--- config.mk ---
export PLATFORM = sky130hd
export DESIGN_NAME = rnrp_ctrl
export DESIGN_NICKNAME = d
export VERILOG_FILES = /design/src/rtl/core/rnrp_pkg.sv /design/src/rtl/core/rnrp_ctrl.sv
export VERILOG_INCLUDE_DIRS = /design/src /design/src/rtl/core
export SDC_FILE = /design/constraint.sdc
export NUM_CORES = 1
export LEC_CHECK = 0
export BUFFER_PORTS_ARGS = -buffer_cell sky130_fd_sc_hd__clkbuf_2
export CORE_AREA = 2 2 39 41
export DETAILED_ROUTE_END_ITERATION = 7
export DIE_AREA = 0 0 41 43
export HOLD_SLACK_MARGIN = 0.06
export SYNTH_ARGS = -nofsm -noshare
export SYNTH_HDL_FRONTEND = slang
export SYNTH_SLANG_ARGS = --single-unit
--- constraint.sdc ---
create_clock -name clk_i -period 1.4 [get_ports clk_i]
set_clock_uncertainty 0.1 [all_clocks]
set_input_delay 0.14 -clock clk_i [delete_from_list [all_inputs] [get_ports clk_i]]
set_output_delay 0.14 -clock clk_i [all_outputs]
set_load 0.02 [all_outputs]
--- src/rtl/core/rtp_nack_retransmit_policy_unit_defines.svh ---
// Assertion macros used by the RTP NACK retransmit policy RTL.
// No dependencies; users need clk_i and rst_ni in scope.
`ifndef RTP_NACK_RETRANSMIT_POLICY_UNIT_DEFINES_SVH
`define RTP_NACK_RETRANSMIT_POLICY_UNIT_DEFINES_SVH

// Same-cycle implication, disabled in reset.
`define RNRP_ASSERT_NOW(lbl, ante, cons, msg) \
  lbl: assert property (@(posedge clk_i) disable iff (!rst_ni) (ante) |-> (cons)) \
    else $error(msg);

// Next-cycle implication, disabled in reset.
`define RNRP_ASSERT_NEXT(lbl, ante, cons, msg) \
  lbl: assert property (@(posedge clk_i) disable iff (!rst_ni) (ante) |=> (cons)) \
    else $error(msg);

`endif

--- src/rtl/core/rnrp_pkg.sv ---
// Package for the RTP NACK retransmit policy unit: types, codes, constants.
// No dependencies.
package rnrp_pkg;

  localparam int unsigned TABLE_DEPTH_DEF = 256;

  localparam int unsigned SEQ_W   = 16;
  localparam int unsigned TS_W    = 32;
  localparam int unsigned PT_W    = 7;
  localparam int unsigned RTT_W   = 16;
  localparam int unsigned TIME_W  = 48;
  localparam int unsigned CNT_W   = 4;
  localparam int unsigned OUT_W   = 3;
  localparam int unsigned CFG_W   = 16;
  localparam int unsigned CFG_IDX_W = 3;

  // Register indexes
  localparam logic [CFG_IDX_W-1:0] CFG_MAX_AGE      = 3'd0;
  localparam logic [CFG_IDX_W-1:0] CFG_MIN_INTERVAL = 3'd1;
  localparam logic [CFG_IDX_W-1:0] CFG_VIDEO_CODE   = 3'd2;
  localparam logic [CFG_IDX_W-1:0] CFG_AUDIO_CODE   = 3'd3;
  localparam logic [CFG_IDX_W-1:0] CFG_VIDEO_TPM    = 3'd4;
  localparam logic [CFG_IDX_W-1:0] CFG_AUDIO_TPM    = 3'd5;

  // Register reset values
  localparam logic [PT_W-1:0]  VIDEO_CODE_RST = 7'd96;
  localparam logic [PT_W-1:0]  AUDIO_CODE_RST = 7'd97;
  localparam logic [CFG_W-1:0] VIDEO_TPM_RST  = 16'd90;
  localparam logic [CFG_W-1:0] AUDIO_TPM_RST  = 16'd48;

  // Outcome codes
  localparam logic [OUT_W-1:0] OC_RECORDED = 3'd0;
  localparam logic [OUT_W-1:0] OC_RESEND   = 3'd1;
  localparam logic [OUT_W-1:0] OC_TOO_OLD  = 3'd2;
  localparam logic [OUT_W-1:0] OC_MISSING  = 3'd3;
  localparam logic [OUT_W-1:0] OC_STALE    = 3'd4;
  localparam logic [OUT_W-1:0] OC_LIMIT    = 3'd5;
  localparam logic [OUT_W-1:0] OC_TOO_SOON = 3'd6;

  // Policy constants
  localparam logic [4:0]       STALE_SPAN  = 5'd20;
  localparam logic [CNT_W-1:0] LIMIT_KEY   = 4'd7;
  localparam logic [CNT_W-1:0] LIMIT_VIDEO = 4'd5;
  localparam logic [CNT_W-1:0] LIMIT_OTHER = 4'd9;
  localparam logic [CNT_W-1:0] CNT_MAX     = 4'd15;

  // floor(x/3) = (x * RTT_RECIP) >> RTT_SHIFT, exact for x < 2^17
  localparam logic [16:0]      RTT_RECIP = 17'd43691;
  localparam int unsigned      RTT_SHIFT = 17;

  typedef struct packed {
    logic [CFG_W-1:0] max_age;
    logic [CFG_W-1:0] min_interval;
    logic [PT_W-1:0]  video_code;
    logic [PT_W-1:0]  audio_code;
    logic [CFG_W-1:0] video_tpm;
    logic [CFG_W-1:0] audio_tpm;
  } rnrp_cfg_t;

  typedef struct packed {
    logic              req_type;
    logic [SEQ_W-1:0]  seq;
    logic [TS_W-1:0]   media_timestamp;
    logic              packet_found;
    logic [PT_W-1:0]   payload_code;
    logic              key_flag;
    logic [RTT_W-1:0]  rtt_ms;
    logic [TIME_W-1:0] now_ms;
  } rnrp_item_t;

  typedef struct packed {
    logic             resend;
    logic [OUT_W-1:0] outcome;
    logic [CNT_W-1:0] attempts;
  } rnrp_result_t;

  typedef struct packed {
    logic [SEQ_W-1:0]  tag;
    logic [CNT_W-1:0]  count;
    logic [TIME_W-1:0] stamp;
  } rnrp_entry_t;

  typedef struct packed {
    logic clr_en;   // clear one valid bit
    logic capture;  // request accepted, latch it
    logic addr;     // reduce slot, issue table read
    logic eval;     // decide, write back, load result
  } rnrp_cmd_t;

  typedef struct packed {
    logic clr_last;
  } rnrp_sts_t;

endpackage

--- src/rtl/core/rnrp_ctrl.sv ---
// Controller for the RTP NACK retransmit policy unit: clear pass, item
// sequencing and the output register valid. Uses rnrp_pkg and the defines.
`include "rtp_nack_retransmit_policy_unit_defines.svh"

module rnrp_ctrl (
  input  logic                clk_i,
  input  logic                rst_ni,
  input  logic                s_valid_i,
  output logic                s_ready_o,
  output logic                m_valid_o,
  input  logic                m_ready_i,
  input  rnrp_pkg::rnrp_sts_t sts_i,
  output rnrp_pkg::rnrp_cmd_t cmd_o
);

  localparam logic [1:0] ST_CLEAR = 2'd0;
  localparam logic [1:0] ST_IDLE  = 2'd1;
  localparam logic [1:0] ST_ADDR  = 2'd2;
  localparam logic [1:0] ST_EVAL  = 2'd3;

  logic [1:0] state_q, state_d;
  logic       out_valid_q, out_valid_d;
  logic       can_load;

  assign can_load  = !out_valid_q || m_ready_i;
  assign s_ready_o = (state_q == ST_IDLE);
  assign m_valid_o = out_valid_q;

  always_comb begin
    cmd_o.clr_en  = (state_q == ST_CLEAR);
    cmd_o.capture = (state_q == ST_IDLE) && s_valid_i;
    cmd_o.addr    = (state_q == ST_ADDR);
    cmd_o.eval    = (state_q == ST_EVAL) && can_load;
  end

  always_comb begin
    state_d = state_q;
    unique case (state_q)
      ST_CLEAR: begin
        if (sts_i.clr_last) state_d = ST_IDLE;
      end
      ST_IDLE: begin
        if (s_valid_i) state_d = ST_ADDR;
      end
      ST_ADDR: begin
        state_d = ST_EVAL;
      end
      ST_EVAL: begin
        if (can_load) state_d = ST_IDLE;
      end
      default: begin
        state_d = ST_IDLE;
      end
    endcase
  end

  always_comb begin
    out_valid_d = out_valid_q;
    if (cmd_o.eval) begin
      out_valid_d = 1'b1;
    end else if (m_ready_i) begin
      out_valid_d = 1'b0;
    end
  end

  always_ff @(posedge clk_i or negedge rst_ni) begin
    if (!rst_ni) begin
      state_q     <= ST_CLEAR;
      out_valid_q <= 1'b0;
    end else begin
      state_q     <= state_d;
      out_valid_q <= out_valid_d;
    end
  end

  `RNRP_ASSERT_NEXT(a_accept_to_addr, cmd_o.capture, state_q == ST_ADDR, "accept did not start addr")
  `RNRP_ASSERT_NEXT(a_addr_to_eval, state_q == ST_ADDR, state_q == ST_EVAL, "addr not followed by eval")
  `RNRP_ASSERT_NEXT(a_result_held, out_valid_q && !m_ready_i, out_valid_q, "pending result dropped")
  `RNRP_ASSERT_NEXT(a_eval_loads, cmd_o.eval, out_valid_q && state_q == ST_IDLE, "eval did not load result")

endmodule

==> run_results.csv, run 1 <==
group,metric,value,unit
status,outcome,"finished with violations",
status,violations_in_the_final_reports,"setup timing",
final_layout,fin_cells,59,
floorplan,die_h,43,um
critical_path,worst-r2r-cell-count,6,
placed_design,count_of_buffers_from_port_buffering,10,
global_routing,grt_pass1_vias,229,
placed_design,detailed_place_hpwl,384,um
floorplan,core,1380,um2
placed_design,place.gp.congestion,0.690,
min_path,hp-class,"in -> reg",
placed_design,dp.cells,50,
final_layout,design.final.nets,54,
floorplan,floorplan.io_pins,11,
clocking,cts_root_buffer,"sky130_fd_sc_hd__clkbuf_4",
critical_path,critPathRequiredTime,1.16,ns
final_layout,fillCellCount,135,
floorplan,die_area,1760,um2
timing,achievable-frequency,678,MHz
final_layout,flow.area_growth_from_synthesis,124,%
clocking,clkSinkCount,3,
clocking,numCtsBuffers,3,
global_routing,overall_overflow_remaining_after_global_route,0,
detailed_routing,detail_route.iter0.violations,1,
critical_path,worstPathArrival,1.24,ns
critical_path,worst_setup_path_start_kind,"flip-flop",
detailed_routing,ant_nets,0,
floorplan,start_util,0.168,
global_routing,met2_usage,0.125,
detailed_routing,aggregate_routed_wire_length,611,um
final_layout,diodes,0,
logic_synthesis,yosysSeqAreaShare,0.323,
critical_path,end_kind,"primary output",
final_layout,finish.instance_area,520,um2
timing,rel_slew_slack,0.857,
global_routing,met1_track_usage_gr,0.0774,
global_routing,grt_antenna_before_repair,0,
timing,setup_viol,4,
power_and_ir_drop,cellPowerDensity,2520,nW/um2
clocking,worstSkewPairLatency,0.24,ns
clocking,cts_tree,"yes",
timing,report.final.hold_viol_count,0,
global_routing,use_met3,0.0942,
critical_path,rr_endpoint,"state_q[1]",
logic_synthesis,synth_fp_nets,31,
critical_path,critical_path_source,"state_q[0]",
logic_synthesis,synthesis.yosys.warnings,0,
critical_path,endpoint,"cmd_o[2]",
floorplan,die_width,41,um
final_layout,mostFrequentLayoutCells,"sky130_fd_sc_hd__clkbuf_2 (5), sky130_fd_sc_hd__buf_6 (5), sky130_fd_sc_hd__inv_2 (4), sky130_fd_sc_hd__ha_4 (4), sky130_fd_sc_hd__buf_4 (4)",
critical_path,ff2ff_setup_slack,-0.03,ns
power_and_ir_drop,leakage,0.247,nW
logic_synthesis,yosys_register_bits,3,
global_routing,grtUsageTotal,0.0975,
logic_synthesis,syn_avg_cell_area,11.1,um2
logic_synthesis,synthesis.area,233,um2
detailed_routing,first_pass_iters,2,
global_routing,grt_max_degree,5,
critical_path,timing.rr.start,"state_q[1]",
timing,worst_slack,-0.0753,ns
final_layout,layout-drive-gt1-share,0.837,
timing,fin_crit,1.48,ns
logic_synthesis,synth_cell_type_count,11,
timing,finalMaxSlewViolations,0,
timing,max_slew.worst_pin.slew,0.214,ns
clocking,cts.reportedPaths.clkPinSlew,0.04,ns
global_routing,top_usage_layer,"met2",
floorplan,row_count,14,
detailed_routing,routed_wire_length_per_instance,10.4,um
timing,setup_repair_after_global_routing_missed_its_margin,"true",
detailed_routing,routed_via_density,3.92,
clocking,clock_path_buffers,2,
placed_design,place_area,350,um2
logic_synthesis,post_synth_inst_count,21,
flow_run,max_cap_viol_count,0,
clocking,cts_htree_levels,1,
global_routing,wire_length_of_the_first_global_routing_pass,938,um
critical_path,worst_path_class_setup,"reg -> out",
critical_path,critical_path_peak_fanout,4,
power_and_ir_drop,vdd_ir_drop_max,1.08,mV
detailed_routing,detailed_route_drc_error_count,0,
timing,min_period_over_period,1.05,
detailed_routing,routed-via-count,231,
[critical path, stage by stage, from the launching register on]
cell	delay (ns)
sky130_fd_sc_hd__dfrtp_2	0.45
sky130_fd_sc_hd__ha_4	0.19
sky130_fd_sc_hd__buf_6	0.11
sky130_fd_sc_hd__and2_4	0.13
sky130_fd_sc_hd__buf_8	0.12
[cell families (layout without fill, tap and decap cells)]
family | after synthesis | after routing | synth area share
muxes | 2 | 2 | 0.0914
adders and majority gates | 5 | 5 | 0.269
DFF | 3 | 3 | 0.323
and+or+nand+nor | 5 | 5 | 0.156
AOI/OAI and AO/OA | 1 | 1 | 0.0645
buffers and inverters | 5 | 27 | 0.0968
[repair_timing]
| action | CTS | global route |
|---|---|---|
| buffers inserted | 3 | 1 |
| endpoints found under the hold margin | 3 | 0 |
| cloned | 0 | 0 |
| resized for setup | 16 | 12 |
| pin swaps | 2 | 2 |
| hold buffers | 1 | 0 |
| setup endpoints to repair | 5 | 7 |
[flip-flops by register name (all words and copies together) (netlist names)]
register	cells
state_q	2
m_valid_o	1
[report_power, final]
| group | leakage (nW) | switching [mW] | internal [mW] |
|---|---|---|---|
| logic | 0.199 | 0.403 | 0.553 |
| registers | 0.0333 | 0.0592 | 0.137 |
| clock network | 0.0150 | 0.0537 | 0.107 |
[layout make-up]
| type | count | area (um2) | area share |
|---|---|---|---|
| tap | 16 | 20.0 | 0.0385 |
| multi-input combinational | 13 | 213 | 0.409 |
| clock buffer | 4 | 26.3 | 0.0505 |
| inverter | 4 | 15.0 | 0.0288 |
| timing repair buffer | 19 | 170 | 0.327 |
| sequential | 3 | 76.3 | 0.147 |
[metal layers]
layer  share of wire  vias up
li1                -      107
met1            0.33      105
met2            0.49       14
met3            0.14        5
met4           0.043        0
met5               0        -
[cells in the mapped netlist, drive strengths merged]
| cell type | instances | area, um2 |
|---|---|---|
| and2 | 2 | 12.5 |
| mux2 | 1 | 11.3 |
| inv | 4 | 15.0 |
| mux2i | 1 | 10.0 |
| nand2 | 1 | 3.75 |
| dfrtp | 3 | 75.1 |
| nand2b | 2 | 20.0 |
| buf | 1 | 7.51 |
| o221ai | 1 | 15.0 |
| ha | 5 | 62.6 |
[stage by stage]
stage / setup TNS [ns] / setup WS, ns / util / hold WS [ns] / total power [mW]
final: -0.178 / -0.0753 / 0.376 / 0.0977 / 1.31
after global routing: -0.422 / -0.125 / 0.376 / 0.0953 / 1.44
after CTS: -0.241 / -0.0750 / 0.340 / 0.0902 / 1.19
after detailed placement: -0.0588 / -0.0588 / 0.253 / -0.156 / 0.754
after global placement: -0.0408 / -0.0408 / 0.253 / -0.155 / 0.742
after floorplan: -0.0517 / -0.0517 / - / -0.256 / 0.587
[worst min path at each step]
stage,from,endpoint,slack [ns],cells after the start
2_1_floorplan,rst_ni,m_valid_o,-0.26,0
3_3_place_gp,rst_ni,m_valid_o,-0.16,1
3_5_place_dp,rst_ni,m_valid_o,-0.16,1
4_1_cts,m_ready_i,m_valid_o,0.09,3
5_1_grt,m_ready_i,m_valid_o,0.1,3
6_report,m_ready_i,m_valid_o,0.1,3
(Power assumes the default switching activity.)
==> run 2: changes to the inputs <==
Settings changed: CTS_BUF_LIST from default to sky130_fd_sc_hd__clkbuf_8.
==> run 2 against run 1 <==
Effect of this change: the run still ends with setup timing left; sequential share of layout area up 1.2 points; global-route usage is 0.90 points lower; via count shrank 6.1%; cell count is 1.7% lower; critical path type unchanged; critical endpoint unchanged; highest routed layer unchanged.
==> run_results.csv, run 2 (synthesis gave the netlist of run 1 again) <==
group,metric,value,unit
global_routing,grt_antenna_before_repair,0,
clocking,numCtsBuffers,3,
critical_path,worstPathArrival,1.18,ns
power_and_ir_drop,leakage,0.239,nW
floorplan,die_area,1760,um2
detailed_routing,detail_route.iter0.violations,0,
power_and_ir_drop,power.switching_fraction,0.376,
timing,achievable-frequency,703,MHz
power_and_ir_drop,report.power.total,1.24,mW
critical_path,critical_path_peak_fanout,3,
critical_path,worst_setup_path_start_kind,"flip-flop",
timing,report.final.hold_viol_count,0,
final_layout,diodes,0,
final_layout,design.final.nets,53,
status,violations_in_the_final_reports,"setup timing",
global_routing,wire_length_of_the_first_global_routing_pass,841,um
critical_path,ff2ff_setup_slack,-0.01,ns
critical_path,worst-r2r-cell-count,5,
final_layout,layout-drive-gt1-share,0.810,
power_and_ir_drop,cellPowerDensity,2590,nW/um2
clocking,cts_tree,"yes",
critical_path,critPathRequiredTime,1.16,ns
critical_path,end_kind,"primary output",
detailed_routing,ant_nets,0,
flow_run,max_cap_viol_count,0,
critical_path,critical_path_source,"state_q[1]",
clocking,cts_htree_levels,1,
floorplan,core,1380,um2
final_layout,finish.instance_area,480,um2
power_and_ir_drop,comb_power_share,0.648,
final_layout,registers.top_by_ff_count,"state_q",
min_path,timing.hold.worst.start,"m_ready_i",
placed_design,place_area,350,um2
detailed_routing,first_pass_iters,1,
floorplan,row_count,14,
power_and_ir_drop,portion_of_total_power_attributed_to_sequential_cells,0.152,
global_routing,grt_pass1_vias,207,
floorplan,floorplan.io_pins,11,
clocking,cts_root_buffer,"sky130_fd_sc_hd__clkbuf_8",
detailed_routing,detailed_route_drc_error_count,0,
timing,finalMaxSlewViolations,0,
critical_path,worst_path_class_setup,"reg -> out",
detailed_routing,aggregate_routed_wire_length,529,um
floorplan,die_h,43,um
detailed_routing,routed_via_density,3.74,
power_and_ir_drop,clock_power_share,0.200,
timing,setup_viol,3,
global_routing,grtUsageTotal,0.0884,
placed_design,place.gp.congestion,0.690,
min_path,holdPathEnd,"m_valid_o",
clocking,worstSkewPairLatency,0.22,ns
power_and_ir_drop,p_switching,0.468,mW
final_layout,largest_reg_flops,2,
clocking,clkSinkCount,3,
clocking,clock_path_buffers,2,
placed_design,detailed_place_hpwl,384,um
placed_design,pre_cts_ws,-0.0588,ns
timing,finalSetupTns,-0.0459,ns
timing,rel_slew_slack,0.868,
placed_design,count_of_buffers_from_port_buffering,10,
global_routing,overall_overflow_remaining_after_global_route,0,
floorplan,die_width,41,um
final_layout,flow.area_growth_from_synthesis,106,%
global_routing,grt_max_degree,5,
timing,max_slew.worst_pin.slew,0.198,ns
min_path,min_path_cells,3,
clocking,cts.reportedPaths.clkPinSlew,0.03,ns
detailed_routing,routed_wire_length_per_instance,9.12,um
timing,worst_slack,-0.0232,ns
timing,fin_crit,1.42,ns
timing,min_period_over_period,1.02,
critical_path,timing.rr.start,"state_q[1]",
floorplan,start_util,0.168,
power_and_ir_drop,vdd_ir_drop_max,1.08,mV
power_and_ir_drop,total_internal_power,0.776,mW
status,outcome,"finished with violations",
timing,setup_repair_after_global_routing_missed_its_margin,"true",
min_path,hp-class,"in -> reg",
detailed_routing,routed-via-count,217,
critical_path,rr_endpoint,"state_q[1]",
final_layout,mostFrequentLayoutCells,"sky130_fd_sc_hd__clkbuf_2 (6), sky130_fd_sc_hd__buf_4 (6), sky130_fd_sc_hd__inv_2 (4)",
[run 2: worst max-delay path, stage by stage, from the launching register on]
cell and delay (ns):
sky130_fd_sc_hd__dfrtp_1 0.37, sky130_fd_sc_hd__inv_2 0.08, sky130_fd_sc_hd__ha_4 0.16, sky130_fd_sc_hd__buf_6 0.11, sky130_fd_sc_hd__and2_4 0.13, sky130_fd_sc_hd__buf_8 0.12
[run 2: how the worst max path moves through the flow]
| stage | to | slack [ns] | cells past startpoint |
|---|---|---|---|
| 2_1_floorplan | state_q[1] | -0.05 | 5 |
| 3_3_place_gp | state_q[1] | -0.04 | 5 |
| 3_5_place_dp | state_q[1] | -0.06 | 5 |
| 4_1_cts | cmd_o[2] | -0.07 | 5 |
| 5_1_grt | cmd_o[2] | -0.08 | 5 |
| 6_report | cmd_o[2] | -0.02 | 5 |
[run 2: through the flow]
step	util	instances	hold WS [ns]
2_1_floorplan	-	21	-0.256
3_3_place_gp	0.253	50	-0.155
3_5_place_dp	0.253	50	-0.156
4_1_cts	0.326	57	0.118
5_1_grt	0.347	58	0.130
6_report	0.347	58	0.124
[run 2: timing repair]
action,4_1_cts,5_1_grt
resized for setup,8,12
setup endpoints to repair,4,6
pin swaps,2,2
setup buffers,2,1
hold buffers,1,0
hold endpoints to repair,3,0
[run 2: cell type report]
type	instances	area (um2)
Clock inverter	1	3.75
Clock buffer	3	41.3
Tap cell	16	20.0
Inverter	4	15.0
Fill cell	135	903
Multi-Input combinational cell	13	185
Sequential cell	3	76.3
Timing Repair Buffer	18	139
[run 2: power groups by stage]
stage	Clock [mW]	Sequential (mW)	Combinational, mW
detailed placement	0	0.186	0.568
global placement	0	0.184	0.558
CTS	0.260	0.188	0.728
finish	0.249	0.189	0.806
floorplan	0	0.202	0.385
global route	0.272	0.198	0.892
[run 2: per-layer routing]
layer  global-route usage  share of wire  vias to the layer above  wire [um]
met4                0.100          0.047                        0         25
met3               0.0942           0.16                        5         84
li1                     -              -                      106          -
met5                    0              0                        -          0
met2               0.0969           0.41                       14        215
met1               0.0774           0.38                       92        202
==> run 3: changes to the inputs <==
Settings changed: ABC_AREA from default to 1.
==> run 3 against run 2 <==
Effect of this change: the flow now finishes without violations; fmax grew 5.0%; count of clock-buffer cells in the layout is the same; sequential power rose by 5%; non-clock buffer count shrank 4; critical path depth fell by 2; worst hold slack got worse by 0.011 ns; highest routed layer is now met3.
==> run_results.csv, run 3 <==
group,metric,value,unit
status,outcome,"complete, no violations",
timing,max_slew.worst_pin.slew,0.154,ns
global_routing,top_usage_layer,"met2",
detailed_routing,detail_route.iter0.violations,0,
floorplan,core,1380,um2
logic_synthesis,yosys-top-cells-count,"sky130_fd_sc_hd__inv_1 (8), sky130_fd_sc_hd__nand2_1 (7), sky130_fd_sc_hd__ha_1 (5)",
final_layout,largest_reg_flops,2,
logic_synthesis,synth_top_area_cell,"sky130_fd_sc_hd__dfrtp_1",
logic_synthesis,post-synth-top-area-fraction,0.299,
clocking,cts_tree,"yes",
final_layout,diodes,0,
final_layout,registers.top_by_ff_count,"state_q",
placed_design,place.gp.congestion,0.613,
timing,min_period_over_period,0.968,
logic_synthesis,syn_avg_cell_area,8.11,um2
timing,finalMaxSlewViolations,0,
critical_path,ff2ff_setup_slack,0.17,ns
final_layout,flow.area_growth_from_synthesis,65.7,%
critical_path,endpoint,"cmd_o[3]",
placed_design,count_of_buffers_from_port_buffering,10,
global_routing,grt_pass1_vias,195,
clocking,cts.reportedPaths.clkPinSlew,0.03,ns
clocking,clkSinkCount,3,
global_routing,grt_max_degree,6,
floorplan,row_count,14,
detailed_routing,aggregate_routed_wire_length,494,um
critical_path,worst_setup_path_start_kind,"flip-flop",
critical_path,critical_path_peak_fanout,5,
power_and_ir_drop,cellPowerDensity,2450,nW/um2
detailed_routing,routed_via_density,3.63,
clocking,worstSkewPairLatency,0.21,ns
clocking,cts_htree_levels,1,
timing,report.final.hold_viol_count,0,
critical_path,critical_path_source,"state_q[0]",
logic_synthesis,yosys_register_bits,3,
critical_path,rr_endpoint,"state_q[0]",
logic_synthesis,ys_dominant_reg_cell,"sky130_fd_sc_hd__dfrtp_1",
critical_path,timing.rr.start,"state_q[0]",
timing,achievable-frequency,738,MHz
logic_synthesis,synth_cell_type_count,9,
timing,rel_slew_slack,0.898,
logic_synthesis,yosysSeqAreaShare,0.299,
logic_synthesis,top_cells_by_area_synth,"sky130_fd_sc_hd__dfrtp_1 (30%), sky130_fd_sc_hd__ha_1 (25%), sky130_fd_sc_hd__inv_1 (12%)",
logic_synthesis,synthesis.area,251,um2
floorplan,floorplan.io_pins,11,
global_routing,grt_antenna_before_repair,0,
final_layout,design.final.nets,59,
clocking,clock_path_buffers,2,
power_and_ir_drop,vdd_ir_drop_max,0.613,mV
critical_path,worst_path_class_setup,"reg -> out",
power_and_ir_drop,report.power.total,1.02,mW
global_routing,met2_usage,0.0938,
power_and_ir_drop,leakage,0.244,nW
logic_synthesis,synth_edf_count,0,
critical_path,worstPathArrival,1.12,ns
global_routing,overall_overflow_remaining_after_global_route,0,
global_routing,use_met3,0.0314,
floorplan,die_h,43,um
global_routing,grtUsageTotal,0.0644,
final_layout,mostFrequentLayoutCells,"sky130_fd_sc_hd__clkbuf_2 (8), sky130_fd_sc_hd__inv_1 (7), sky130_fd_sc_hd__nand2_1 (7)",
logic_synthesis,synth_fp_nets,41,
critical_path,critPathRequiredTime,1.16,ns
flow_run,max_cap_viol_count,0,
timing,timing.hold.ws,0.113,ns
final_layout,mostFrequentLayoutCell,"sky130_fd_sc_hd__clkbuf_2",
min_path,hp-class,"in -> reg",
floorplan,start_util,0.182,
timing,setup_viol,0,
logic_synthesis,post_synth_inst_count,31,
logic_synthesis,synthesis.yosys.warnings,0,
critical_path,worst-r2r-cell-count,6,
global_routing,met1_track_usage_gr,0.0615,
global_routing,wire_length_of_the_first_global_routing_pass,717,um
floorplan,die_area,1760,um2
logic_synthesis,async_flop_share,1.00,
final_layout,layout-drive-gt1-share,0.542,
timing,fin_crit,1.36,ns
detailed_routing,first_pass_iters,1,
detailed_routing,routed-via-count,232,
logic_synthesis,synth_most_common_cell,"sky130_fd_sc_hd__inv_1",
clocking,cts_root_buffer,"sky130_fd_sc_hd__clkbuf_8",
critical_path,end_kind,"primary output",
floorplan,die_width,41,um
detailed_routing,detailed_route_drc_error_count,0,
detailed_routing,ant_nets,0,
detailed_routing,routed_wire_length_per_instance,7.72,um
clocking,numCtsBuffers,3,
## run 3: cell types whose count changed after synthesis, sizes merged, moves of 2 or more
cell    before  now
nand2        1    9
nand4        0    2
nand3        0    2
nand2b       2    0
inv          4    8
and2         2    0
## run 3: kinds of logic after synthesis
kind of cell | after synthesis | share of synthesized area
compound gates | 1 | 0.0199
fa+ha+maj | 5 | 0.249
buf+inv | 9 | 0.149
flops | 3 | 0.298
simple gates | 13 | 0.284
## run 3: power by group
part | internal [mW] | switching, mW
logic | 0.257 | 0.328
registers | 0.138 | 0.0610
clock network | 0.186 | 0.0527
total | 0.581 | 0.441
## run 3: repair_timing
| action | CTS | global route |
|---|---|---|
| setup endpoints to repair | 2 | 2 |
| hold endpoints to repair | 3 | 0 |
| hold buffers | 1 | 0 |
| pin swaps | 1 | 0 |
| gates resized for setup | 6 | 5 |
| buffers inserted | 2 | 1 |
## run 3: through the flow
| stage | instance area [um2] | utilization | TNS [ns] | instances | setup slack [ns] |
|---|---|---|---|---|---|
| global route | 417 | 0.301 | -0.0184 | 64 | -0.0184 |
| finish | 417 | 0.301 | 0 | 64 | 0.0445 |
| floorplan | 251 | - | 0 | 31 | 0.150 |
| global placement | 314 | 0.227 | 0 | 56 | 0.202 |
| detailed placement | 314 | 0.227 | 0 | 56 | 0.178 |
| CTS | 395 | 0.286 | 0 | 63 | 0.0178 |
## run 3: final cells by class
type / instances / area [um2]
clock inverters: 1 / 3.75
multi-input cells: 19 / 158
repair buffers: 14 / 87.6
well taps: 16 / 20.0
fillers: 155 / 967
inverters: 8 / 30.0
flip-flops and latches: 3 / 76.3
clock buffers: 3 / 41.3
## run 3: worst min path at each step
| stage | start | endpoint | slack, ns | cells after the start |
|---|---|---|---|---|
| final | m_ready_i | m_valid_o | 0.11 | 4 |
| after global routing | m_ready_i | m_valid_o | 0.13 | 4 |
| after CTS | m_ready_i | m_valid_o | 0.11 | 4 |
| after detailed placement | rst_ni | m_valid_o | -0.16 | 1 |
| after global placement | rst_ni | m_valid_o | -0.16 | 1 |
| after floorplan | rst_ni | m_valid_o | -0.26 | 0 |
## run 3: critical path, stage by stage (launching register included)
cell and delay (ns):
sky130_fd_sc_hd__dfrtp_2 0.44, sky130_fd_sc_hd__inv_1 0.10, sky130_fd_sc_hd__ha_1 0.19, sky130_fd_sc_hd__clkbuf_2 0.18
## run 3: routing by layer
metal,wire length (um),vias to the layer above
met5,0,-
met2,309,3
met3,24,0
met1,160,104
met4,0,0
li1,-,125
